`config.mk`:
```
export PLATFORM = sky130hd
export DESIGN_NAME = rocker_pickup_mode_detector
export DESIGN_NICKNAME = d
export VERILOG_FILES = /design/src/sv/rpmd_pkg.sv /design/src/sv/rpmd_ctrl.sv /design/src/sv/rpmd_dp.sv /design/src/sv/rocker_pickup_mode_detector.sv
export SDC_FILE = /design/constraint.sdc
export NUM_CORES = 1
export LEC_CHECK = 0
export ABC_AREA = 1
export BUFFER_PORTS_ARGS = -buffer_cell sky130_fd_sc_hd__buf_4
export CORE_ASPECT_RATIO = 0.8
export CORE_MARGIN = 5
export CORE_UTILIZATION = 45
export CTS_BUF_LIST = sky130_fd_sc_hd__clkbuf_4 sky130_fd_sc_hd__clkbuf_8
export DETAILED_ROUTE_END_ITERATION = 8
export PLACE_DENSITY_LB_ADDON = 0.15
export SLEW_MARGIN = 25
export SYNTH_ARGS = -nofsm -noshare
export SYNTH_HDL_FRONTEND = slang
export SYNTH_SLANG_ARGS = --single-unit
```
`constraint.sdc`:
```
create_clock -name clock -period 15.66 [get_ports clock]
set_input_delay 4.698 -clock clock [delete_from_list [all_inputs] [get_ports clock]]
set_output_delay 4.698 -clock clock [all_outputs]
set_load 0.01 [all_outputs]
```
`src/sv/rpmd_pkg.sv`:
```
// shared types and constants for the rocker pickup mode detector
package rpmd_pkg;

   localparam int HIST_DEPTH = 64;
   localparam int HIST_AW    = $clog2(HIST_DEPTH);
   localparam int HELD_W     = $clog2(HIST_DEPTH + 1);
   localparam int WIN_W      = 7;
   localparam int CMP_W      = (HELD_W > WIN_W) ? HELD_W : WIN_W;
   localparam int SUM_RAW_W  = $clog2(3 * HIST_DEPTH + 1);
   localparam int SUM_W      = (SUM_RAW_W > 8) ? SUM_RAW_W : 8;
   localparam int CSR_DW     = 8;
   localparam int CSR_IW     = 3;

   localparam logic [CSR_IW-1:0] CSR_TICKS_STABLE  = 3'd0;
   localparam logic [CSR_IW-1:0] CSR_EVENTS_STABLE = 3'd1;
   localparam logic [CSR_IW-1:0] CSR_TICKS_LEAVE   = 3'd2;
   localparam logic [CSR_IW-1:0] CSR_EVENTS_LEAVE  = 3'd3;
   localparam logic [CSR_IW-1:0] CSR_TICKS_EVENT   = 3'd4;
   localparam logic [CSR_IW-1:0] CSR_DEBOUNCE      = 3'd5;
   localparam logic [CSR_IW-1:0] CSR_SYNC_DELAY    = 3'd6;

   localparam logic [1:0] ROCK_FAR_LEFT  = 2'd0;
   localparam logic [1:0] ROCK_FAR_RIGHT = 2'd1;
   localparam logic [1:0] ROCK_LEFT      = 2'd2;
   localparam logic [1:0] ROCK_RIGHT     = 2'd3;

   localparam logic [1:0] EDGE_RISE = 2'd1;
   localparam logic [1:0] EDGE_FALL = 2'd2;

   typedef enum logic [2:0] {
      MODE_RADIO_ENTRY  = 3'd0,
      MODE_RADIO_STAY   = 3'd1,
      MODE_PICKUP_ENTRY = 3'd2,
      MODE_PICKUP_STAY  = 3'd3,
      MODE_DIAL_CONTROL = 3'd4
   } mode_type;

   typedef enum logic [1:0] {
      ST_IDLE,
      ST_SCAN,
      ST_DRAIN,
      ST_DECIDE
   } state_type;

   typedef struct packed {
      logic movement_level;
      logic fast_level;
      logic left_level;
      logic dial_idle;
      logic pickup_present;
      logic pickup_active;
   } req_type;

   typedef struct packed {
      logic [2:0] mode;
      logic       radio_change;
      logic       radio_on;
      logic       rocker_valid;
      logic [1:0] rocker_code;
   } rsp_type;

   typedef struct packed {
      logic push;
      logic step;
      logic decide;
   } cmd_type;

   typedef struct packed {
      logic scan_end;
      logic out_busy;
   } sts_type;

endpackage

```
`src/sv/rpmd_ctrl.sv`:
```
// sequencer: push, history scan, decision, output load
module rpmd_ctrl
   import rpmd_pkg::*;
(
   input  logic    clock,
   input  logic    reset,
   input  logic    req_valid,
   output logic    req_ready,
   input  sts_type sts,
   output cmd_type cmd
);

   state_type state_ff, state_in;

   always_ff @(posedge clock) begin
      if (reset) begin
         state_ff <= ST_IDLE;
      end else begin
         state_ff <= state_in;
      end
   end

   always_comb begin
      state_in   = state_ff;
      req_ready  = 1'b0;
      cmd        = '0;
      unique case (state_ff)
         ST_IDLE: begin
            req_ready = 1'b1;
            if (req_valid) begin
               cmd.push = 1'b1;
               state_in = ST_SCAN;
            end
         end
         ST_SCAN: begin
            cmd.step = 1'b1;
            if (sts.scan_end) begin
               state_in = ST_DRAIN;
            end
         end
         ST_DRAIN: begin
            state_in = ST_DECIDE;
         end
         ST_DECIDE: begin
            if (!sts.out_busy) begin
               cmd.decide = 1'b1;
               state_in   = ST_IDLE;
            end
         end
         default: begin
            state_in = ST_IDLE;
         end
      endcase
   end

endmodule

```
`src/sv/rpmd_dp.sv`:
```
// datapath: history memory, window statistics, mode logic, output register
module rpmd_dp
   import rpmd_pkg::*;
(
   input  logic              clock,
   input  logic              reset,
   input  cmd_type           cmd,
   output sts_type           sts,
   input  req_type           req_data,
   input  logic              csr_we,
   input  logic [CSR_IW-1:0] csr_index,
   input  logic [CSR_DW-1:0] csr_wdata,
   output logic              rsp_valid,
   input  logic              rsp_ready,
   output rsp_type           rsp_data
);

   // configuration
   logic [WIN_W-1:0] ts_ff, tl_ff, tew_ff, deb_cfg_ff;
   logic [7:0]       evs_ff, evl_ff, sync_ff;

   always_ff @(posedge clock) begin
      if (reset) begin
         ts_ff      <= 7'd16;
         evs_ff     <= 8'd4;
         tl_ff      <= 7'd32;
         evl_ff     <= 8'd2;
         tew_ff     <= 7'd16;
         deb_cfg_ff <= 7'd3;
         sync_ff    <= 8'd2;
      end else if (csr_we) begin
         unique case (csr_index)
            CSR_TICKS_STABLE:  ts_ff      <= csr_wdata[WIN_W-1:0];
            CSR_EVENTS_STABLE: evs_ff     <= csr_wdata;
            CSR_TICKS_LEAVE:   tl_ff      <= csr_wdata[WIN_W-1:0];
            CSR_EVENTS_LEAVE:  evl_ff     <= csr_wdata;
            CSR_TICKS_EVENT:   tew_ff     <= csr_wdata[WIN_W-1:0];
            CSR_DEBOUNCE:      deb_cfg_ff <= csr_wdata[WIN_W-1:0];
            CSR_SYNC_DELAY:    sync_ff    <= csr_wdata;
            default: ;
         endcase
      end
   end

   // history memory: {edges, levels}
   logic [8:0]         hist_mem [HIST_DEPTH];
   logic [HIST_AW-1:0] newest_ff, newest_in;
   logic [HELD_W-1:0]  held_ff;
   logic [2:0]         last_lvl_ff, lvl_in;
   logic [5:0]         edge_in;
   logic               dial_ff, present_ff, active_ff;

   assign lvl_in    = {req_data.left_level, req_data.fast_level, req_data.movement_level};
   assign newest_in = (newest_ff == HIST_AW'(HIST_DEPTH - 1)) ? '0 : newest_ff + 1'b1;

   always_comb begin
      edge_in = '0;
      if (held_ff != '0) begin
         for (int c = 0; c < 3; c++) begin
            if (lvl_in[c] && !last_lvl_ff[c]) begin
               edge_in[2*c +: 2] = EDGE_RISE;
            end else if (!lvl_in[c] && last_lvl_ff[c]) begin
               edge_in[2*c +: 2] = EDGE_FALL;
            end
         end
      end
   end

   always_ff @(posedge clock) begin
      if (cmd.push) begin
         hist_mem[newest_in] <= {edge_in, lvl_in};
      end
   end

   always_ff @(posedge clock) begin
      if (reset) begin
         newest_ff <= '0;
         held_ff   <= '0;
      end else if (cmd.push) begin
         newest_ff <= newest_in;
         if (held_ff != HELD_W'(HIST_DEPTH)) begin
            held_ff <= held_ff + 1'b1;
         end
      end
   end

   always_ff @(posedge clock) begin
      if (cmd.push) begin
         last_lvl_ff <= lvl_in;
         dial_ff     <= req_data.dial_idle;
         present_ff  <= req_data.pickup_present;
         active_ff   <= req_data.pickup_active;
      end
   end

   // scan, newest sample first
   logic [CMP_W-1:0]   held_x, ts_x, tl_x, tew_x, nev_x, max_x, len_x;
   logic [HELD_W-1:0]  idx_ff;
   logic [HELD_W:0]    addr_w;
   logic [HIST_AW-1:0] rd_addr;
   logic [8:0]         rd_data_ff;
   logic [HELD_W-1:0]  rd_idx_ff;
   logic               rd_vld_ff;
   logic               issue;

   assign held_x = CMP_W'(held_ff);
   assign ts_x   = CMP_W'(ts_ff);
   assign tl_x   = CMP_W'(tl_ff);
   assign tew_x  = CMP_W'(tew_ff);
   assign nev_x  = (held_x < tew_x) ? held_x : tew_x;

   always_comb begin
      max_x = (ts_x > tl_x) ? ts_x : tl_x;
      if (tew_x > max_x) begin
         max_x = tew_x;
      end
      len_x = (held_x < max_x) ? held_x : max_x;
   end

   assign sts.scan_end = CMP_W'(idx_ff) >= len_x;
   assign issue        = cmd.step && !sts.scan_end;

   always_comb begin
      if ({1'b0, HELD_W'(newest_ff)} >= {1'b0, idx_ff}) begin
         addr_w = (HELD_W+1)'(newest_ff) - (HELD_W+1)'(idx_ff);
      end else begin
         addr_w = (HELD_W+1)'(newest_ff) + (HELD_W+1)'(HIST_DEPTH) - (HELD_W+1)'(idx_ff);
      end
      rd_addr = addr_w[HIST_AW-1:0];
   end

   always_ff @(posedge clock) begin
      if (issue) begin
         rd_data_ff <= hist_mem[rd_addr];
         rd_idx_ff  <= idx_ff;
      end
   end

   always_ff @(posedge clock) begin
      if (reset) begin
         idx_ff    <= '0;
         rd_vld_ff <= 1'b0;
      end else begin
         rd_vld_ff <= issue;
         if (cmd.push) begin
            idx_ff <= '0;
         end else if (issue) begin
            idx_ff <= idx_ff + 1'b1;
         end
      end
   end

   // accumulators: debounce runs are shared by all windows
   logic [HELD_W-1:0] deb_ff  [3];
   logic [HELD_W-1:0] deb_in  [3];
   logic [SUM_W-1:0]  st3_ff, st02_ff, lv02_ff, st3_in, st02_in, lv02_in;
   logic              st_ev0_ff, st_ev0_in;
   logic [2:0]        evw_ff, evw_in, hit;
   logic [2:0]        edg;
   logic [CMP_W-1:0]  j_x;

   always_comb begin
      j_x = CMP_W'(rd_idx_ff);
      for (int c = 0; c < 3; c++) begin
         deb_in[c] = deb_ff[c];
         hit[c]    = 1'b0;
         edg[c]    = 1'b0;
         if (rd_data_ff[3 + 2*c +: 2] == EDGE_RISE) begin
            edg[c]    = 1'b1;
            deb_in[c] = '0;
         end else if (rd_data_ff[3 + 2*c +: 2] == EDGE_FALL) begin
            edg[c] = 1'b1;
         end else begin
            deb_in[c] = deb_ff[c] + HELD_W'(rd_data_ff[c]);
            hit[c]    = CMP_W'(deb_in[c]) >= CMP_W'(deb_cfg_ff);
         end
      end
      st3_in    = st3_ff;
      st02_in   = st02_ff;
      lv02_in   = lv02_ff;
      st_ev0_in = st_ev0_ff;
      evw_in    = evw_ff;
      if (j_x < ts_x) begin
         st3_in    = st3_ff + SUM_W'(edg[0]) + SUM_W'(edg[1]) + SUM_W'(edg[2]);
         st02_in   = st02_ff + SUM_W'(edg[0]) + SUM_W'(edg[2]);
         st_ev0_in = st_ev0_ff | hit[0];
      end
      if (j_x < tl_x) begin
         lv02_in = lv02_ff + SUM_W'(edg[0]) + SUM_W'(edg[2]);
      end
      if (j_x < nev_x) begin
         evw_in = evw_ff | hit;
      end
   end

   always_ff @(posedge clock) begin
      if (cmd.push) begin
         for (int c = 0; c < 3; c++) begin
            deb_ff[c] <= '0;
         end
         st3_ff    <= '0;
         st02_ff   <= '0;
         lv02_ff   <= '0;
         st_ev0_ff <= 1'b0;
         evw_ff    <= '0;
      end else if (rd_vld_ff) begin
         for (int c = 0; c < 3; c++) begin
            deb_ff[c] <= deb_in[c];
         end
         st3_ff    <= st3_in;
         st02_ff   <= st02_in;
         lv02_ff   <= lv02_in;
         st_ev0_ff <= st_ev0_in;
         evw_ff    <= evw_in;
      end
   end

   // mode decision
   mode_type   mode_ff, mode_in;
   logic [7:0] ecnt_ff, ecnt_in, scnt_ff, scnt_in, idle_ff, idle_in;
   logic       eseen_ff, eseen_in, sseen_ff, sseen_in;
   logic       chg, on, rv;
   logic [1:0] code;
   logic       handled, done, stable, leave, st_ok, lv_ok;
   logic [7:0] cnt;
   logic       seen;
   logic [SUM_W-1:0] evs_x, evl_x;

   assign evs_x = SUM_W'(evs_ff);
   assign evl_x = SUM_W'(evl_ff);
   assign st_ok = held_x >= ts_x;
   assign lv_ok = held_x >= tl_x;

   always_comb begin
      mode_in  = mode_ff;
      ecnt_in  = ecnt_ff;
      eseen_in = eseen_ff;
      scnt_in  = scnt_ff;
      sseen_in = sseen_ff;
      idle_in  = idle_ff;
      chg      = 1'b0;
      on       = 1'b0;
      rv       = 1'b0;
      code     = ROCK_FAR_LEFT;
      handled  = 1'b0;
      done     = 1'b0;
      stable   = 1'b0;
      leave    = 1'b0;
      cnt      = '0;
      seen     = 1'b0;
      if (mode_ff == MODE_DIAL_CONTROL) begin
         if (dial_ff) begin
            idle_in = (idle_ff == 8'hFF) ? idle_ff : idle_ff + 1'b1;
         end else begin
            idle_in = '0;
         end
         if (idle_in > 8'(tl_ff)) begin
            mode_in = MODE_RADIO_ENTRY;
            chg     = 1'b1;
            on      = 1'b1;
         end
      end else begin
         // direct dial and pickup inputs override the statistics
         if (!dial_ff) begin
            mode_in = MODE_DIAL_CONTROL;
            idle_in = '0;
            handled = 1'b1;
         end else if (present_ff) begin
            handled = 1'b1;
            if (active_ff) begin
               if (mode_ff != MODE_PICKUP_STAY) begin
                  mode_in  = MODE_PICKUP_STAY;
                  scnt_in  = '0;
                  sseen_in = 1'b0;
                  chg      = 1'b1;
               end
            end else if (mode_ff != MODE_RADIO_STAY) begin
               mode_in = MODE_RADIO_STAY;
               chg     = 1'b1;
               on      = 1'b1;
            end
         end
         if (mode_ff == MODE_PICKUP_ENTRY || mode_ff == MODE_PICKUP_STAY) begin
            if (!handled) begin
               leave = lv_ok && (lv02_ff > evl_x);
               if (mode_ff == MODE_PICKUP_ENTRY) begin
                  stable = st_ok && (st02_ff <= evs_x);
                  if (stable) begin
                     mode_in  = MODE_PICKUP_STAY;
                     scnt_in  = '0;
                     sseen_in = 1'b0;
                     done     = 1'b1;
                  end else if (leave) begin
                     mode_in = MODE_RADIO_ENTRY;
                     chg     = 1'b1;
                     on      = 1'b1;
                     done    = 1'b1;
                  end
               end else begin
                  stable = !st_ok || (st02_ff <= evs_x) || st_ev0_ff;
                  if (leave) begin
                     mode_in = MODE_RADIO_ENTRY;
                     chg     = 1'b1;
                     on      = 1'b1;
                     done    = 1'b1;
                  end else if (!stable) begin
                     mode_in  = MODE_PICKUP_ENTRY;
                     ecnt_in  = '0;
                     eseen_in = 1'b0;
                     done     = 1'b1;
                  end
               end
            end
            if (!done) begin
               // rocker event on the hold counter of the mode we started in
               if (mode_ff == MODE_PICKUP_ENTRY) begin
                  cnt  = ecnt_in;
                  seen = eseen_in;
               end else begin
                  cnt  = scnt_in;
                  seen = sseen_in;
               end
               if (!evw_ff[0]) begin
                  cnt  = '0;
                  seen = 1'b0;
               end else begin
                  if (cnt != 8'hFF) begin
                     cnt = cnt + 1'b1;
                  end
                  if (cnt >= sync_ff && !seen) begin
                     seen = 1'b1;
                     rv   = 1'b1;
                     if (evw_ff[1]) begin
                        code = evw_ff[2] ? ROCK_FAR_LEFT : ROCK_FAR_RIGHT;
                     end else begin
                        code = evw_ff[2] ? ROCK_LEFT : ROCK_RIGHT;
                     end
                  end
               end
               if (mode_ff == MODE_PICKUP_ENTRY) begin
                  ecnt_in  = cnt;
                  eseen_in = seen;
               end else begin
                  scnt_in  = cnt;
                  sseen_in = seen;
               end
            end
         end else if (!handled) begin
            leave = lv_ok && (lv02_ff <= evl_x);
            if (mode_ff == MODE_RADIO_STAY) begin
               stable = !st_ok || (st3_ff > evs_x);
               if (leave) begin
                  mode_in  = MODE_PICKUP_ENTRY;
                  ecnt_in  = '0;
                  eseen_in = 1'b0;
                  chg      = 1'b1;
               end else if (!stable) begin
                  mode_in = MODE_RADIO_ENTRY;
               end
            end else begin
               stable = st_ok && (st3_ff > evs_x);
               if (stable) begin
                  mode_in = MODE_RADIO_STAY;
               end else if (leave) begin
                  mode_in  = MODE_PICKUP_ENTRY;
                  ecnt_in  = '0;
                  eseen_in = 1'b0;
                  chg      = 1'b1;
               end
            end
         end
      end
   end

   always_ff @(posedge clock) begin
      if (reset) begin
         mode_ff  <= MODE_RADIO_ENTRY;
         ecnt_ff  <= '0;
         eseen_ff <= 1'b0;
         scnt_ff  <= '0;
         sseen_ff <= 1'b0;
         idle_ff  <= '0;
      end else if (cmd.decide) begin
         mode_ff  <= mode_in;
         ecnt_ff  <= ecnt_in;
         eseen_ff <= eseen_in;
         scnt_ff  <= scnt_in;
         sseen_ff <= sseen_in;
         idle_ff  <= idle_in;
      end
   end

   // output word register
   logic    rsp_valid_ff;
   rsp_type rsp_data_ff;

   always_ff @(posedge clock) begin
      if (reset) begin
         rsp_valid_ff <= 1'b0;
      end else if (cmd.decide) begin
         rsp_valid_ff <= 1'b1;
      end else if (rsp_ready) begin
         rsp_valid_ff <= 1'b0;
      end
   end

   always_ff @(posedge clock) begin
      if (cmd.decide) begin
         rsp_data_ff.mode         <= mode_in;
         rsp_data_ff.radio_change <= chg;
         rsp_data_ff.radio_on     <= on;
         rsp_data_ff.rocker_valid <= rv;
         rsp_data_ff.rocker_code  <= code;
      end
   end

   assign sts.out_busy = rsp_valid_ff && !rsp_ready;
   assign rsp_valid    = rsp_valid_ff;
   assign rsp_data     = rsp_data_ff;

endmodule

```
`src/sv/rocker_pickup_mode_detector.sv`:
```
// rocker pickup mode detector top level
// operation: an accepted word is pushed into the history, then the newest
//   L = min(samples held, largest of the three window registers) samples,
//   at most 64, are scanned one sample per cycle; the decision then loads the
//   output register, waiting while it stalls; only then is a new word taken
// reset: synchronous, clears mode, counters, fill count and config to defaults
module rocker_pickup_mode_detector
   import rpmd_pkg::*;
(
   input  logic              clock,
   input  logic              reset,
   input  logic              req_valid,
   output logic              req_ready,
   input  req_type           req_data,
   output logic              rsp_valid,
   input  logic              rsp_ready,
   output rsp_type           rsp_data,
   input  logic              csr_we,
   input  logic [CSR_IW-1:0] csr_index,
   input  logic [CSR_DW-1:0] csr_wdata
);

   cmd_type cmd;
   sts_type sts;

   rpmd_ctrl u_ctrl (
      .clock     (clock),
      .reset     (reset),
      .req_valid (req_valid),
      .req_ready (req_ready),
      .sts       (sts),
      .cmd       (cmd)
   );

   rpmd_dp u_dp (
      .clock     (clock),
      .reset     (reset),
      .cmd       (cmd),
      .sts       (sts),
      .req_data  (req_data),
      .csr_we    (csr_we),
      .csr_index (csr_index),
      .csr_wdata (csr_wdata),
      .rsp_valid (rsp_valid),
      .rsp_ready (rsp_ready),
      .rsp_data  (rsp_data)
   );

endmodule

```
==> impl_metrics.py <==
metrics = {
    "logic_synthesis": {
        "ys_warn_count": 0,
        "ys_types": 56,
        "synthFlopType": "edfxtp_1",
        "syn_nets": 3420,
        "synthArstFlopShare": 0,
        "synth_edf_count": 627,
        "synth_seq_area_share": 0.6159,
        "synthCells": 3238,
        "synth-seq-cells": 760,
        "synth.cell_area_mm2": 0.03489,
        "syn_avg_cell_area_um2": 10.78,
    },
    "route": {
        "viasPerCell": 5.717,
        "drt_first_pass_iters": 6,
        "wire_per_inst_um": 21.98,
        "ant_nets": 0,
        "drtIter0Drc": 2664,
        "drc": 0,
        "via_count": 25110,
        "wirelength_mm": 96.53,
    },
    "timing": {
        "worst_pin_slew_ps": 1090,
        "rsz0062_at_grt": "no",
        "drv_slew": 0,
        "setup-violations-final": 0,
        "max-slew-margin-rel": 0.2714,
        "skew_ps": 70.05,
        "max_clock_freq_mhz": 135.5,
        "hold_viol": 0,
        "hold_slack_ps": 456.2,
        "fin_crit_ps": 7379,
        "finalCritPeriodShare": 0.4712,
        "fin_tns_setup_ps": 0,
    },
    "pwr": {
        "power.leakage_nw": 14.16,
        "vdd_drop_max_mv": 0.1490,
        "power_density_mw_per_mm2": 164.1,
    },
    "placement": {
        "hpwl_mm": 62.24,
        "dp_cells": 4174,
        "place_area_mm2": 0.03612,
        "place_congestion": 0.9024,
        "port_buffers": 31,
    },
    "clock_tree": {
        "numCtsBuffers": 116,
        "cts_buffer_depth": 3,
        "path_clk_slew_ps": 60,
        "cts_tree": "built",
        "cts_setup_buffers": 0,
        "cts_root_buf": "clkbuf_8",
        "clk_latency_ps": 770,
        "cts.sinks": 760,
        "ctsResizeCount": 0,
        "cts_hold_buf": 0,
        "htree_levels": 3,
    },
    "layout": {
        "fill_cells": 6945,
        "regArea_mm2": 0.02149,
        "final_layout_size_suffix_gt1_frac": 0.08934,
        "multi_input_area_mm2": 0.01197,
        "antenna_cells": 0,
        "stdcell_count": 4392,
        "finalInstanceArea_mm2": 0.03853,
        "layout.nets": 3451,
        "area.growth.synth_to_final_pct": 10.41,
    },
    "grt": {
        "grt_pass1_vias": 24050,
        "antenna_found_initial": 2,
        "grt_max_degree": 128,
        "grt_usage": 0.2269,
        "grt_pass1_wl_mm": 144.5,
        "grt.overflow.total": 0,
    },
    "die": {
        "rows": 91,
        "start_util": 0.4533,
        "fp.dieArea_mm2": 0.08325,
        "core_area_mm2": 0.07697,
        "die_h_um": 259.1,
        "ios": 32,
        "die_w_um": 321.3,
    },
    "worst_setup_path": {
        "cpLargestDelayFamily": "simple AND/OR/NAND/NOR gates",
        "crit_top_cell": "nand2_1",
        "cp-end-kind": "flip-flop",
        "start_kind": "flip-flop",
        "worstPathArrival_ps": 8040,
        "path_class": "reg -> reg",
        "crit_slowest_cell": "inv_1",
        "worst-path-buf-inv": 3,
        "worstPathRequired_ps": 16320,
        "crit_path_max_fanout": 19,
        "max_stage_delay_ps": 690,
    },
    "hold_path": {
        "hold_class": "reg -> reg",
    },
    "job": {
        "max-cap-violations": 0,
    },
    "outcome": {
        "status": "completed",
    },
}
==> worst reg2reg max path: cells and delay by family, from the launching register on <==
kind,cells,cell delay (ps)
AO/OA/AOI/OAI,9,2000
AND/OR/NAND/NOR,18,2810
flip-flops,1,340
buffers and inverters,3,880
adder cells (fa/ha/maj),4,1270
==> Yosys cell counts, types with 10 or more instances <==
library cell | number | area, um2
edfxtp_1 | 627 | 18830
nor2_1 | 480 | 1802
nand2_1 | 421 | 1580
o21ai_0 | 266 | 1331
inv_1 | 243 | 912.1
a21oi_1 | 178 | 890.9
nand3_1 | 167 | 835.8
ha_1 | 155 | 1939
dfxtp_1 | 133 | 2663
clkbuf_1 | 110 | 412.9
o221ai_1 | 73 | 639.4
o32ai_1 | 73 | 639.4
mux2i_1 | 72 | 720.7
buf_2 | 24 | 120.1
nor3_1 | 24 | 120.1
nand4_1 | 20 | 125.1
xor2_1 | 17 | 148.9
nand3b_1 | 13 | 97.59
o211ai_1 | 13 | 97.59
a31oi_1 | 12 | 75.07
a221oi_1 | 10 | 87.58
==> stage by stage <==
stage | setup slack [ps] | utilization | total power (W)
after floorplan | 7762 | - | 0.003877
after global placement | 8116 | 0.4692 | 0.004582
after detailed placement | 8003 | 0.4692 | 0.004623
after CTS | 8316 | 0.5006 | 0.006317
after global routing | 7392 | 0.5006 | 0.006665
final | 8281 | 0.5006 | 0.006323
==> per-layer routing <==
layer  wire [um]  global-route usage  share of wire
met2       41030              0.3326           0.43
met5           0                   0              0
met1       44060              0.3395           0.46
met4        2568             0.06282          0.027
met3        8870             0.05355          0.092
==> power by group <==
group | leakage [nW] | internal [W] | switching [W] | total (W)
clock network | 1.27 | 0.000909 | 0.000790 | 0.00170
logic | 6.06 | 0.000664 | 0.00157 | 0.00224
registers | 6.83 | 0.00233 | 0.0000617 | 0.00239
total | 14.2 | 0.00390 | 0.00242 | 0.00632
==> cell families after synthesis <==
group / share of synthesized area
compound gates: 0.1168
xor+xnor: 0.005666
fa+ha+maj: 0.05845
buf+inv: 0.04378
flops: 0.6159
mux: 0.02065
simple gates: 0.1387
==> layout by cell type (no fill, tap or decap), types with 10 or more instances in the layout <==
master,synthesis,final
a31oi_1,12,12
nor2_1,480,477
clkbuf_4,0,41
mux2i_1,72,72
edfxtp_1,627,627
nand2_1,421,421
o32ai_1,73,73
xor2_1,17,16
a221oi_1,10,10
nand3_1,167,166
nor3_1,24,21
nand4_1,20,20
a21oi_1,178,178
clkbuf_8,0,122
clkinv_1,3,28
inv_1,243,243
ha_1,155,154
o211ai_1,13,13
clkinv_2,0,15
o21ai_0,266,266
nand3b_1,13,13
o221ai_1,73,73
dfxtp_1,133,133
buf_4,1,55
==> sequential cells by signal, summed over array words and instances (netlist names), 8 cells and up <==
name	count
u_dp.deb_ff	21
u_dp.ecnt_ff	8
u_dp.evl_ff	8
u_dp.evs_ff	8
u_dp.hist_mem	576
u_dp.idle_ff	8
u_dp.lv02_ff	8
u_dp.rd_data_ff	9
u_dp.rsp_data	8
u_dp.scnt_ff	8
u_dp.st02_ff	8
u_dp.st3_ff	8
u_dp.sync_ff	8
==> layout make-up <==
class	instances	share of cell area
inverters	254	0.02488
well taps	1023	0.03322
clock buffers	163	0.05157
flip-flops and latches	760	0.5578
multi-input cells	2082	0.3108
clock inverters	55	0.01101
repair buffers	55	0.01072
==> worst paths after layout <==
check                                   start                           to  slack (ps)  cells past startpoint
setup / recovery   u_dp.tl_ff[6]$_SDFFE_PP0P_  u_dp.idx_ff[6]$_SDFFE_PP0P_        8280                     34
hold / removal    u_dp.evl_ff[2]$_SDFFE_PP0P_  u_dp.evl_ff[2]$_SDFFE_PP0P_         460                      2
setup reg to reg   u_dp.tl_ff[6]$_SDFFE_PP0P_  u_dp.idx_ff[6]$_SDFFE_PP0P_        8280                     34
hold reg to reg   u_dp.evl_ff[2]$_SDFFE_PP0P_  u_dp.evl_ff[2]$_SDFFE_PP0P_         460                      2
Note: power is estimated with default switching activity, not from simulation.
